<file path="src/rtl/core/qsds_pkg.sv">
// shared types, codes and helpers for the quadrature speed and duty slewer
package qsds_pkg;

    localparam int unsigned POS_W  = 32;
    localparam int unsigned DUTY_W = 8;

    localparam logic [DUTY_W-1:0] DUTY_MAX = 8'hFF;
    localparam logic [DUTY_W-1:0] DUTY_MIN = 8'h00;

    localparam logic [DUTY_W-1:0] DUTY_A_RST = DUTY_MAX;
    localparam logic [DUTY_W-1:0] DUTY_B_RST = DUTY_MIN;

    typedef enum logic
    {
        REQ_SAMPLE = 1'b0,
        REQ_TICK   = 1'b1
    } req_t;

    typedef struct packed
    {
        req_t req_type;
        logic enc_a;
        logic enc_b;
    } item_t;

    typedef struct packed
    {
        logic  valid;
        item_t item;
    } stage_t;

    function automatic logic [DUTY_W-1:0] slew(input logic [DUTY_W-1:0] v, input logic up);
        logic [DUTY_W-1:0] r;
        r = v;
        if (up)
        begin
            if (v != DUTY_MAX)
            begin
                r = v + DUTY_W'(1);
            end
        end
        else
        begin
            if (v != DUTY_MIN)
            begin
                r = v - DUTY_W'(1);
            end
        end
        return r;
    endfunction

endpackage

</file>
<file path="src/rtl/core/qsds_in_stage.sv">
// input register stage holding one accepted item
module qsds_in_stage
(
    input  logic              clk,
    input  logic              rst_n,
    input  logic              in_valid,
    output logic              in_ready,
    input  logic              req_type,
    input  logic              enc_a,
    input  logic              enc_b,
    input  logic              take,
    output qsds_pkg::stage_t  stage
);

    logic            valid_reg;
    logic            valid_next;
    qsds_pkg::item_t item_reg;

    assign in_ready = !valid_reg || take;

    always_comb
    begin
        valid_next = valid_reg;
        if (in_ready)
        begin
            valid_next = in_valid;
        end
    end

    always_ff @(posedge clk or negedge rst_n)
    begin
        if (!rst_n)
        begin
            valid_reg <= 1'b0;
        end
        else
        begin
            valid_reg <= valid_next;
        end
    end

    always_ff @(posedge clk)
    begin
        if (in_valid && in_ready)
        begin
            item_reg.req_type <= qsds_pkg::req_t'(req_type);
            item_reg.enc_a    <= enc_a;
            item_reg.enc_b    <= enc_b;
        end
    end

    assign stage.valid = valid_reg;
    assign stage.item  = item_reg;

endmodule

</file>
<file path="src/rtl/core/qsds_core.sv">
// decode, slew and speed state, doubling as the result register
module qsds_core
(
    input  logic                          clk,
    input  logic                          rst_n,
    input  logic                          cfg_we,
    input  logic [qsds_pkg::POS_W-1:0]    cfg_wdata,
    input  qsds_pkg::stage_t              stage,
    output logic                          take,
    output logic                          out_valid,
    input  logic                          out_ready,
    output logic [qsds_pkg::POS_W-1:0]    position,
    output logic [qsds_pkg::POS_W-1:0]    speed,
    output logic [qsds_pkg::DUTY_W-1:0]   duty_a,
    output logic [qsds_pkg::DUTY_W-1:0]   duty_b,
    output logic                          drive_on_a
);

    logic                          out_valid_reg,  out_valid_next;
    logic [qsds_pkg::POS_W-1:0]    target_reg;
    logic                          last_a_reg,     last_a_next;
    logic [qsds_pkg::POS_W-1:0]    count_reg,      count_next;
    logic [qsds_pkg::POS_W-1:0]    tick_count_reg, tick_count_next;
    logic [qsds_pkg::POS_W-1:0]    speed_reg,      speed_next;
    logic [qsds_pkg::DUTY_W-1:0]   duty_a_reg,     duty_a_next;
    logic [qsds_pkg::DUTY_W-1:0]   duty_b_reg,     duty_b_next;
    logic                          drive_a_reg,    drive_a_next;
    logic                          step;
    logic                          up;

    assign take = !out_valid_reg || out_ready;
    assign step = stage.valid && take;
    assign up   = $signed(speed_reg) > $signed(target_reg);

    always_comb
    begin
        out_valid_next  = out_valid_reg;
        last_a_next     = last_a_reg;
        count_next      = count_reg;
        tick_count_next = tick_count_reg;
        speed_next      = speed_reg;
        duty_a_next     = duty_a_reg;
        duty_b_next     = duty_b_reg;
        drive_a_next    = drive_a_reg;
        if (out_ready)
        begin
            out_valid_next = 1'b0;
        end
        if (step)
        begin
            out_valid_next = 1'b1;
            case (stage.item.req_type)
                qsds_pkg::REQ_SAMPLE:
                begin
                    // x1 decode on a rising edge of channel a
                    if (stage.item.enc_a && !last_a_reg)
                    begin
                        if (stage.item.enc_b)
                        begin
                            count_next = count_reg - qsds_pkg::POS_W'(1);
                        end
                        else
                        begin
                            count_next = count_reg + qsds_pkg::POS_W'(1);
                        end
                    end
                    last_a_next = stage.item.enc_a;
                end
                qsds_pkg::REQ_TICK:
                begin
                    if (target_reg[qsds_pkg::POS_W-1])
                    begin
                        drive_a_next = 1'b1;
                        duty_a_next  = qsds_pkg::slew(duty_a_reg, up);
                    end
                    else
                    begin
                        drive_a_next = 1'b0;
                        duty_b_next  = qsds_pkg::slew(duty_b_reg, up);
                    end
                    speed_next      = count_reg - tick_count_reg;
                    tick_count_next = count_reg;
                end
                default:
                begin
                    out_valid_next = 1'b1;
                end
            endcase
        end
    end

    always_ff @(posedge clk or negedge rst_n)
    begin
        if (!rst_n)
        begin
            out_valid_reg  <= 1'b0;
            target_reg     <= '0;
            last_a_reg     <= 1'b1;
            count_reg      <= '0;
            tick_count_reg <= '0;
            speed_reg      <= '0;
            duty_a_reg     <= qsds_pkg::DUTY_A_RST;
            duty_b_reg     <= qsds_pkg::DUTY_B_RST;
            drive_a_reg    <= 1'b1;
        end
        else
        begin
            out_valid_reg  <= out_valid_next;
            if (cfg_we)
            begin
                target_reg <= cfg_wdata;
            end
            last_a_reg     <= last_a_next;
            count_reg      <= count_next;
            tick_count_reg <= tick_count_next;
            speed_reg      <= speed_next;
            duty_a_reg     <= duty_a_next;
            duty_b_reg     <= duty_b_next;
            drive_a_reg    <= drive_a_next;
        end
    end

    assign out_valid  = out_valid_reg;
    assign position   = count_reg;
    assign speed      = speed_reg;
    assign duty_a     = duty_a_reg;
    assign duty_b     = duty_b_reg;
    assign drive_on_a = drive_a_reg;

endmodule

</file>
<file path="src/rtl/core/quadrature_speed_duty_slewer.sv">
// top level of the quadrature speed and duty slewer
//
//  channel  | handshake            | payload
//  ---------+----------------------+-------------------------------------------
//  in       | in_valid / in_ready  | req_type, enc_a, enc_b
//  out      | out_valid / out_ready| position, speed, duty_a, duty_b, drive_on_a
//  cfg      | cfg_we               | cfg_wdata (target_speed)
//
// one item per cycle sustained while out_ready keeps the result moving; a result passes through
// the input register and then the state register that drives the outputs
// a held result stalls the input register, which still takes one more item
// reset selects channel a with duty_a at its maximum, duty_b at its minimum, position and speed at zero
module quadrature_speed_duty_slewer
(
    input  logic                          clk,
    input  logic                          rst_n,
    input  logic                          in_valid,
    output logic                          in_ready,
    input  logic                          req_type,
    input  logic                          enc_a,
    input  logic                          enc_b,
    output logic                          out_valid,
    input  logic                          out_ready,
    output logic [qsds_pkg::POS_W-1:0]    position,
    output logic signed [qsds_pkg::POS_W-1:0] speed,
    output logic [qsds_pkg::DUTY_W-1:0]   duty_a,
    output logic [qsds_pkg::DUTY_W-1:0]   duty_b,
    output logic                          drive_on_a,
    input  logic                          cfg_we,
    input  logic signed [qsds_pkg::POS_W-1:0] cfg_wdata
);

    qsds_pkg::stage_t           stage;
    logic                       take;
    logic [qsds_pkg::POS_W-1:0] speed_u;

    qsds_in_stage u_in_stage
    (
        .clk      (clk),
        .rst_n    (rst_n),
        .in_valid (in_valid),
        .in_ready (in_ready),
        .req_type (req_type),
        .enc_a    (enc_a),
        .enc_b    (enc_b),
        .take     (take),
        .stage    (stage)
    );

    qsds_core u_core
    (
        .clk        (clk),
        .rst_n      (rst_n),
        .cfg_we     (cfg_we),
        .cfg_wdata  (cfg_wdata),
        .stage      (stage),
        .take       (take),
        .out_valid  (out_valid),
        .out_ready  (out_ready),
        .position   (position),
        .speed      (speed_u),
        .duty_a     (duty_a),
        .duty_b     (duty_b),
        .drive_on_a (drive_on_a)
    );

    assign speed = $signed(speed_u);

endmodule

</file>
<file path="config.mk">
export PLATFORM = sky130hd
export DESIGN_NAME = quadrature_speed_duty_slewer
export DESIGN_NICKNAME = d
export VERILOG_FILES = /design/src/rtl/core/qsds_pkg.sv /design/src/rtl/core/qsds_in_stage.sv /design/src/rtl/core/qsds_core.sv /design/src/rtl/core/quadrature_speed_duty_slewer.sv
export SDC_FILE = /design/constraint.sdc
export NUM_CORES = 1
export LEC_CHECK = 0
export BUFFER_PORTS_ARGS = -buffer_cell sky130_fd_sc_hd__buf_2
export CAP_MARGIN = 20
export CORE_MARGIN = 2
export CORE_UTILIZATION = 45
export CTS_BUF_LIST = sky130_fd_sc_hd__clkbuf_4
export DETAILED_ROUTE_END_ITERATION = 6
export SYNTH_ARGS = -nofsm -noshare
export SYNTH_HDL_FRONTEND = slang
export SYNTH_SLANG_ARGS = --single-unit
</file>
<file path="constraint.sdc">
create_clock -name clk -period 4.82 [get_ports clk]
set_clock_uncertainty 0.1 [all_clocks]
set_input_delay 0.964 -clock clk [delete_from_list [all_inputs] [get_ports clk]]
set_output_delay 0.964 -clock clk [all_outputs]
set_load 0.01 [all_outputs]
</file>
# After elaboration in Yosys (flattened, before gate mapping)
# Index checks and enable logic that the tools add are counted.
[word_totals] inputBits=40 regBits=151 out_inout_bits=83 word_cells=55
[op_classes] n_reduce_logical=18 bitwise_logic=2 mux=10 eq_ne=4 magnitude_cmp=1 n_addsub=7
[op_table] operator="$mux 8" count=6
[op_table] operator="$add 32x1->32 const B" count=1
[op_table] operator="$gt 32x32->1" count=1
[op_table] operator="$mux 32" count=1
[op_table] operator="$sub 32x1->32 const B" count=1
[op_table] operator="$sub 32x32->32" count=1
[op_table] operator="$add 8x1->8 const B" count=2
[op_table] operator="$ne 8x8->1 const B" count=2
[op_table] operator="$reduce_bool 8->1" count=2
[op_table] operator="$sub 8x1->8 const B" count=2
[op_table] operator="$reduce_and 5->1" count=2
[op_table] operator="$reduce_bool 2->1" count=3
[op_table] operator="$ne 2x2->1 const B" count=2
[op_table] operator="$reduce_and 2->1" count=2
[op_table] operator="$logic_and 1x1->1" count=3
[op_table] operator="$logic_not 1->1" count=3
[op_table] operator="$mux 1" count=3
[op_table] operator="$reduce_and 3->1" count=1
[op_table] operator="$logic_or 1x1->1" count=2
[op_table] operator="$not 1->1" count=2

# Logic depth before layout (Yosys ltp)
# Gate-level depths: netlist (run 1).
[depth] depth_word=4 depth_mapped=16 mapped_depth_nobuf=15

# Hierarchy
# Synthesis (run 1) repeated with hierarchy kept, for this count alone.
[unflattened] hier_cells=1113 area_unflattened_um2=9889.5
[by_module_without_submodules] module="qsds_core" area_per_inst_um2=9738.1 instances=1 cells_each=1105
[by_module_without_submodules] module="qsds_in_stage" area_per_inst_um2=151.4 instances=1 cells_each=8

# Worst setup path after synthesis (run 1)
# OpenSTA, ideal clock, no wires.
[synth_path] path_type="register to register" startpoint="reg u_core.speed_reg (netlist bit u_core.speed[15])" endpoint="reg u_core.duty_b_reg (netlist bit u_core.duty_b[7])" required_ns=4.591 n_path_buf=1 setup_ns=0.129 t_arrival_ns=3.617 path_stages_with_launch=16 path_slack_ns=0.974 cell_sequence="dfrtp_1 -> ha_1 -> nand4_1 -> or4_4 -> o31a_1 -> a21boi_1 -> a211o_2 -> clkinv_2 -> buf_6 -> ha_1 -> and2_1 -> o21ai_0 -> o31ai_4 -> mux2i_1 -> a21oi_2 -> xor2_1"
[synth_between] elab_chain_len=3
[synth_rtl] element="start: declaration" line_no="qsds_core.sv:24" source="logic [qsds_pkg::POS_W-1:0] speed_reg, speed_next;"
[synth_rtl] element="start signal: assignment" line_no="qsds_core.sv:116" source="speed_reg <= speed_next;"
[synth_rtl] element="$gt 32x32->1 (*)" line_no="qsds_core.sv:33" source="assign up = $signed(speed_reg) > $signed(target_reg);"
[synth_rtl] element="$ne 2x2->1 (no line) or $reduce_bool 2->1 (tied branches)"
[synth_rtl] element="$reduce_and 5->1 (no line)"
[synth_rtl] element="end signal: assignment" line_no="qsds_core.sv:103" source="duty_b_reg <= qsds_pkg::DUTY_B_RST;"
[synth_rtl] element="end signal: assignment" line_no="qsds_core.sv:118" source="duty_b_reg <= duty_b_next;"
[synth_rtl] element="end: declaration" line_no="qsds_core.sv:26" source="logic [qsds_pkg::DUTY_W-1:0] duty_b_reg, duty_b_next;"
# Every way passes the cells marked *; elsewhere a longest branch is shown, timed or not.
# A chain may end at the register's enable or synchronous reset.

# Worst setup path in the final report (run 1)
# Ends and elaborated chain as after synthesis.

==> results.cfg, run 1 <==
[outcome]
status = finished clean

[sta]
period_minus_slack_ps = 4220
slew_violations = 0
setup_tns_ps = 0
report.final.hold_viol_count = 0
final_critical_path_setup_slack_ps = 596
setup_viol = 0
fin_crit_sh = 0.876
timing.slew.headroom = 0.319
worstMarginPinSlew_ps = 1020
grt_setup_unrepaired = false
fmaxAchievable_mhz = 237

[yosys]
synth.yosys.seq_area_share = 0.378
synth_top_area_cell = dfrtp_1
share_of_the_synthesized_area_in_the_top_cell_type = 0.343
synth.most_common_cell = nand2_1
synth_ff_type = dfrtp_1
synth_edf_count = 3
yosys.cell_types.count = 72
yosys_synthesis_warning_count = 0
synth_top_cells_by_count = nand2_1 (171), o21ai_0 (149), dfrtp_1 (138), ha_1 (103), inv_1 (92)
synth.top_cells.by_area = dfrtp_1 (34%), ha_1 (13%), o21ai_0 (7.4%), nand2_1 (6.4%), inv_1 (3.4%)
asyncSetResetFlopFracSynth = 0.980
postSynthNetCount = 1297
avgSynthCellArea_sq_um = 8.73
postSynthRegisterBits = 151
synth.cell_area_sq_um = 10100
syn_inst = 1152

[worst_setup_path]
timing.critical_path.slowest_stage_cell = or4_4
crit_top_cell = ha_1
worst_ep_arrival_time_ps = 4570
crit_required_ps = 5170
worst-r2r-cell-count = 14
worst_r2r_endpoint = u_core.duty_b[7]
worstSetupPathType = reg2reg
rrSetupSlack_ps = 600
crit_path_end_kind = flip-flop
slowest_delay_ps = 610
setup.worst_path.start_class = flip-flop
critical_path.cell_chain = ha_1 > nand4_1 > or4_4 > o31a_1 > a21boi_1 > a211o_2 > clkinv_2 > ha_1 > and2_1 > o21ai_0 > o31ai_4 > mux2i_1 > a21oi_2 > xor2_1
regToRegStartpoint = u_core.speed[15]
worstPathMaxFanout = 20

[min_path]
hold_class = reg2reg
timing.hold.worst_endpoint = u_core.drive_on_a
timing.hold.worst_path_depth = 2
hold_path.startpoint = u_core.drive_on_a

[clock_network]
cts_resized = 0
clock-sinks = 151
cts_post_setup_buffers_inserted = 0
cts_tree = yes
clk_transition_reported_paths_ps = 140
clk-insertion-delay-late_ps = 550
cts_hold_buffers = 0
clock_tree.htree_level_count = 4
root_buffer = clkbuf_4
tritoncts.num_buffers = 17
clock_tree.buffer_depth = 2

[placement]
place.detailed.hpwl_mm = 18.6
port-buffer-count = 122
gp_congestion = 0.884
pre_cts_setup_slack_ps = 592
placed_cell_area_sq_um = 11000

[pwr]
p_per_area_nw_per_um2 = 757
power.clock.fraction = 0.105
p_leak_nw = 5.49
power_switching_w = 0.00405
internal_power_w = 0.00451
pwr-share-seq = 0.266
peak_supply_drop_mv = 0.312
share_comb_of_total_power = 0.629
netSwitchingFraction = 0.473

[grt]
antenna_found_initial = 1
gr-usage-all-layers = 0.212
grt_max_degree = 99
first_global_vias = 8156
grt.overflow.total = 0
grt_first_pass_wirelength_mm = 40.9

[floorplan]
die_x_um = 154
overall_die_height_um = 154
initial_core_util = 0.460
core_area_sq_um = 21900
die_area_sq_um = 23600
placement_rows = 54
io_pins = 123

[routing]
routed_wirelength_mm = 24.5
remaining_drc_errors = 0
route.detailed.wl_per_inst_um = 15.7
vias = 8496
drt_iter0_drc = 397
final_antenna_net_count = 0
detail_route.first_pass.iterations = 5
viasPerCell = 5.44

[finish]
flow.area_growth_from_synthesis_pct = 12.4
design_area_sq_um = 11300
post_route_cells_drive_above_1_share = 0.154
finish.net_count = 1414

[run]
maxCapViolations = 0
cells by family (layout without fill, tap and decap cells):
logic type | after synthesis | in the layout | synth area share
AOI/OAI and AO/OA | 359 | 359 | 0.221
muxes | 9 | 9 | 0.00982
DFF | 151 | 151 | 0.378
and+or+nand+nor | 346 | 346 | 0.163
other | 0 | 1 | 0
xor gates and xnor gates | 53 | 53 | 0.0461
adders and majority gates | 105 | 105 | 0.132
buffers and inverters | 129 | 259 | 0.0499
stage by stage:
step	total power, W	hold slack (ps)	cells	utilization
finish	0.00856	368	1563	0.517
global route	0.00945	388	1563	0.517
CTS	0.00862	374	1561	0.516
detailed placement	0.00767	353	1529	0.501
global placement	0.00761	343	1529	0.501
floorplan	0.00624	354	1152	-
layer usage:
layer / track usage / routed length [um] / vias to the layer above / part of all wire
li1: - / - / 4340 / -
met1: 0.303 / 12400 / 3982 / 0.51
met2: 0.337 / 11000 / 151 / 0.45
met3: 0.0296 / 794 / 23 / 0.032
met4: 0.0594 / 308 / 0 / 0.013
met5: 0 / 0 / - / 0
worst max path at each step:
| stage | from | end | slack [ps] | cells after the start |
|---|---|---|---|---|
| floorplan | u_core.speed[15] | u_core.duty_b[7] | 970 | 15 |
| global placement | u_core.speed[15] | u_core.duty_b[7] | 670 | 14 |
| detailed placement | u_core.speed[15] | u_core.duty_b[7] | 590 | 14 |
| CTS | u_core.speed[15] | u_core.duty_b[7] | 560 | 14 |
| global route | u_core.position[0] | u_core.speed[30] | 370 | 13 |
| finish | u_core.speed[15] | u_core.duty_b[7] | 600 | 14 |
power by group through the flow:
stage / clock network, W / logic (W) / registers, W
2_1_floorplan: 0 / 0.00393 / 0.00231
3_3_place_gp: 0 / 0.00533 / 0.00228
3_5_place_dp: 0 / 0.00538 / 0.00230
4_1_cts: 0.000932 / 0.00541 / 0.00228
5_1_grt: 0.000979 / 0.00612 / 0.00235
6_report: 0.000897 / 0.00538 / 0.00228
cell type report:
class                      instances  area, sq um
fill                            2109        10600
multi-input combinational        872         5770
sequential                       151         3810
timing repair buffer             134          707
inverter                          93          350
tap                              280          350
clock inverter                    12          178
clock buffer                      20          150
antenna                            1         2.50
cell usage in the layout (no fill, tap or decap), drive strengths merged, types with 9 or more instances in the layout:
| cell type | instances |
|---|---|
| xor2 | 23 |
| dfstp | 10 |
| and2 | 10 |
| nand2 | 171 |
| nor2 | 40 |
| inv | 93 |
| nand2b | 11 |
| o21a | 17 |
| a211oi | 9 |
| a21o | 30 |
| nor3 | 21 |
| xnor2 | 30 |
| o21ai | 150 |
| o31ai | 18 |
| nand4 | 18 |
| ha | 103 |
| dfrtp | 138 |
| buf | 134 |
| nand3 | 16 |
| nor2b | 9 |
| and3 | 14 |
| clkbuf | 20 |
| a21oi | 68 |
| a31oi | 12 |
critical path, delay by kind of cell (launching register included):
family / cells / cell delay, ps
xor+xnor: 1 / 150
mux: 1 / 190
buf+inv: 1 / 260
compound gates: 6 / 1390
simple gates: 3 / 950
flops: 1 / 420
fa+ha+maj: 2 / 670
Note: power is estimated with default switching activity, not from simulation.
==> run 2: changes to the inputs <==
--- a/config.mk
+++ b/config.mk
@@ -7,7 +7,6 @@
 export LEC_CHECK = 0
 export BUFFER_PORTS_ARGS = -buffer_cell sky130_fd_sc_hd__buf_2
 export CAP_MARGIN = 20
-export CORE_MARGIN = 2
 export CORE_UTILIZATION = 45
 export CTS_BUF_LIST = sky130_fd_sc_hd__clkbuf_4
 export DETAILED_ROUTE_END_ITERATION = 6
==> run 2 against run 1 <==
Against the previous run:
- power decreased by 1.5%
- core utilization decreased by 0.29 points
- maximum frequency increased by 0.77%
- first-iteration DRC count decreased by 7.6%
- clock-buffer cell count decreased by 1
- wire length decreased by 0.54%
- critical path depth unchanged
- worst hold slack got worse by 32 ps
- sequential share of layout area increased by 0.19 points
- sequential cell count unchanged
- sequential power about the same
- largest cell class unchanged
==> results.cfg, run 2 (synthesized netlist as in run 1, its figures left out) <==
[clock_network]
clk_transition_reported_paths_ps = 140
cts_post_setup_buffers_inserted = 0
cts_tree = yes
clk-insertion-delay-late_ps = 550
clock-sinks = 151
clock_tree.htree_level_count = 4
cts_hold_buffers = 0
clock_tree.buffer_depth = 2
root_buffer = clkbuf_4
tritoncts.num_buffers = 17
cts_resized = 0

[worst_setup_path]
crit_required_ps = 5170
critical_path.cell_chain = ha_1 > nand4_1 > or4_4 > o31a_1 > a21boi_1 > a211o_2 > clkinv_2 > ha_1 > and2_1 > o21ai_0 > o31ai_4 > mux2i_1 > a21oi_2 > xor2_1
crit_path_end_kind = flip-flop
setup.worst_path.start_class = flip-flop
setup.worst_path.start = u_core.speed[15]
rrSetupSlack_ps = 630
worstSetupPathType = reg2reg
setup.worst_path.end = u_core.duty_b[7]
worst-r2r-cell-count = 14
regToRegStartpoint = u_core.speed[15]
worstPathMaxFanout = 20
crit_top_cell = ha_1
timing.critical_path.slowest_stage_cell = or4_4
worst_ep_arrival_time_ps = 4540
slowest_delay_ps = 610
worst_r2r_endpoint = u_core.duty_b[7]

[finish]
fin_cells = 1562
design_area_sq_um = 11200
layout_common_cells = nand2_1 (171), o21ai_0 (149), dfrtp_1 (138)
flow.area_growth_from_synthesis_pct = 11.8
post_route_cells_drive_above_1_share = 0.153
layout.cells.most_common = nand2_1
finish.net_count = 1413

[grt]
gr-usage-all-layers = 0.221
grt.overflow.total = 0
grt_max_degree = 91
gr-max-usage-layer = met2
antenna_found_initial = 1
grt_first_pass_wirelength_mm = 39.4
groute.layer.met1.usage = 0.318
grtUsageMet3 = 0.0275
met2_usage = 0.342
first_global_vias = 7788

[floorplan]
initial_core_util = 0.460
die_x_um = 152
overall_die_height_um = 152
die_area_sq_um = 23000
io_pins = 123
placement_rows = 54
core_area_sq_um = 21900

[pwr]
p_leak_nw = 5.45
p_per_area_nw_per_um2 = 749
peak_supply_drop_mv = 0.285

[placement]
port-buffer-count = 122
place.detailed.hpwl_mm = 18.5
gp_congestion = 0.892
place.detailed.instances = 1529
placed_cell_area_sq_um = 11000

[min_path]
hold_class = in2async

[sta]
fin_crit_sh = 0.870
setup_viol = 0
period_minus_slack_ps = 4190
grt_setup_unrepaired = false
slew_violations = 0
worstMarginPinSlew_ps = 968
timing.slew.headroom = 0.355
report.final.hold_viol_count = 0
setup_tns_ps = 0
fmaxAchievable_mhz = 239

[run]
maxCapViolations = 0

[routing]
detail_route.first_pass.iterations = 6
route.detailed.wl_per_inst_um = 15.6
drt_iter0_drc = 367
final_antenna_net_count = 0
vias = 8407
viasPerCell = 5.38
routed_wirelength_mm = 24.4
remaining_drc_errors = 0

[outcome]
status = finished clean
-- run 2: through the flow --
stage | setup WS, ps | utilization | hold slack [ps] | power, W
after floorplan | 974 | - | 354 | 0.00624
after global placement | 707 | 0.501 | 354 | 0.00760
after detailed placement | 653 | 0.501 | 355 | 0.00765
after CTS | 627 | 0.514 | 361 | 0.00848
after global routing | 371 | 0.514 | 371 | 0.00931
final | 628 | 0.514 | 336 | 0.00843
-- run 2: worst min path at each step --
stage	end	cells after the start	startpoint
2_1_floorplan	u_core.tick_count_reg[0]	2	u_core.tick_count_reg[0]
3_3_place_gp	u_core.drive_on_a	2	u_core.drive_on_a
3_5_place_dp	u_core.drive_on_a	2	u_core.drive_on_a
4_1_cts	u_core.target_reg[7]	1	rst_n
5_1_grt	u_core.target_reg[7]	1	rst_n
6_report	u_core.target_reg[7]	1	rst_n
-- run 2: worst max-delay path: cells and delay by family (launching register included) --
kind | cells | cell delay [ps]
AOI/OAI and AO/OA | 6 | 1390
xor gates and xnor gates | 1 | 150
adders and majority gates | 2 | 660
buffers and inverters | 1 | 260
DFF | 1 | 420
muxes | 1 | 190
and+or+nand+nor | 3 | 930
-- run 2: metal layers --
| metal | share of wire | routed length, um |
|---|---|---|
| met5 | 0 | 0 |
| met4 | 0.019 | 464 |
| met2 | 0.44 | 10600 |
| met1 | 0.51 | 12400 |
| met3 | 0.037 | 912 |
-- run 2: final cells by class --
class / instances / area (sq um)
Tap cell: 280 / 350
Multi-Input combinational cell: 872 / 5770
Sequential cell: 151 / 3810
Fill cell: 2118 / 10600
Timing Repair Buffer: 133 / 699
Antenna cell: 1 / 2.50
Clock buffer: 19 / 143
Clock inverter: 13 / 130
Inverter: 93 / 350
-- run 2: power by group --
part | switching, W | internal, W | total [W]
clock | 0.000479 | 0.000316 | 0.000795
combinational | 0.00305 | 0.00231 | 0.00536
sequential | 0.000507 | 0.00177 | 0.00227
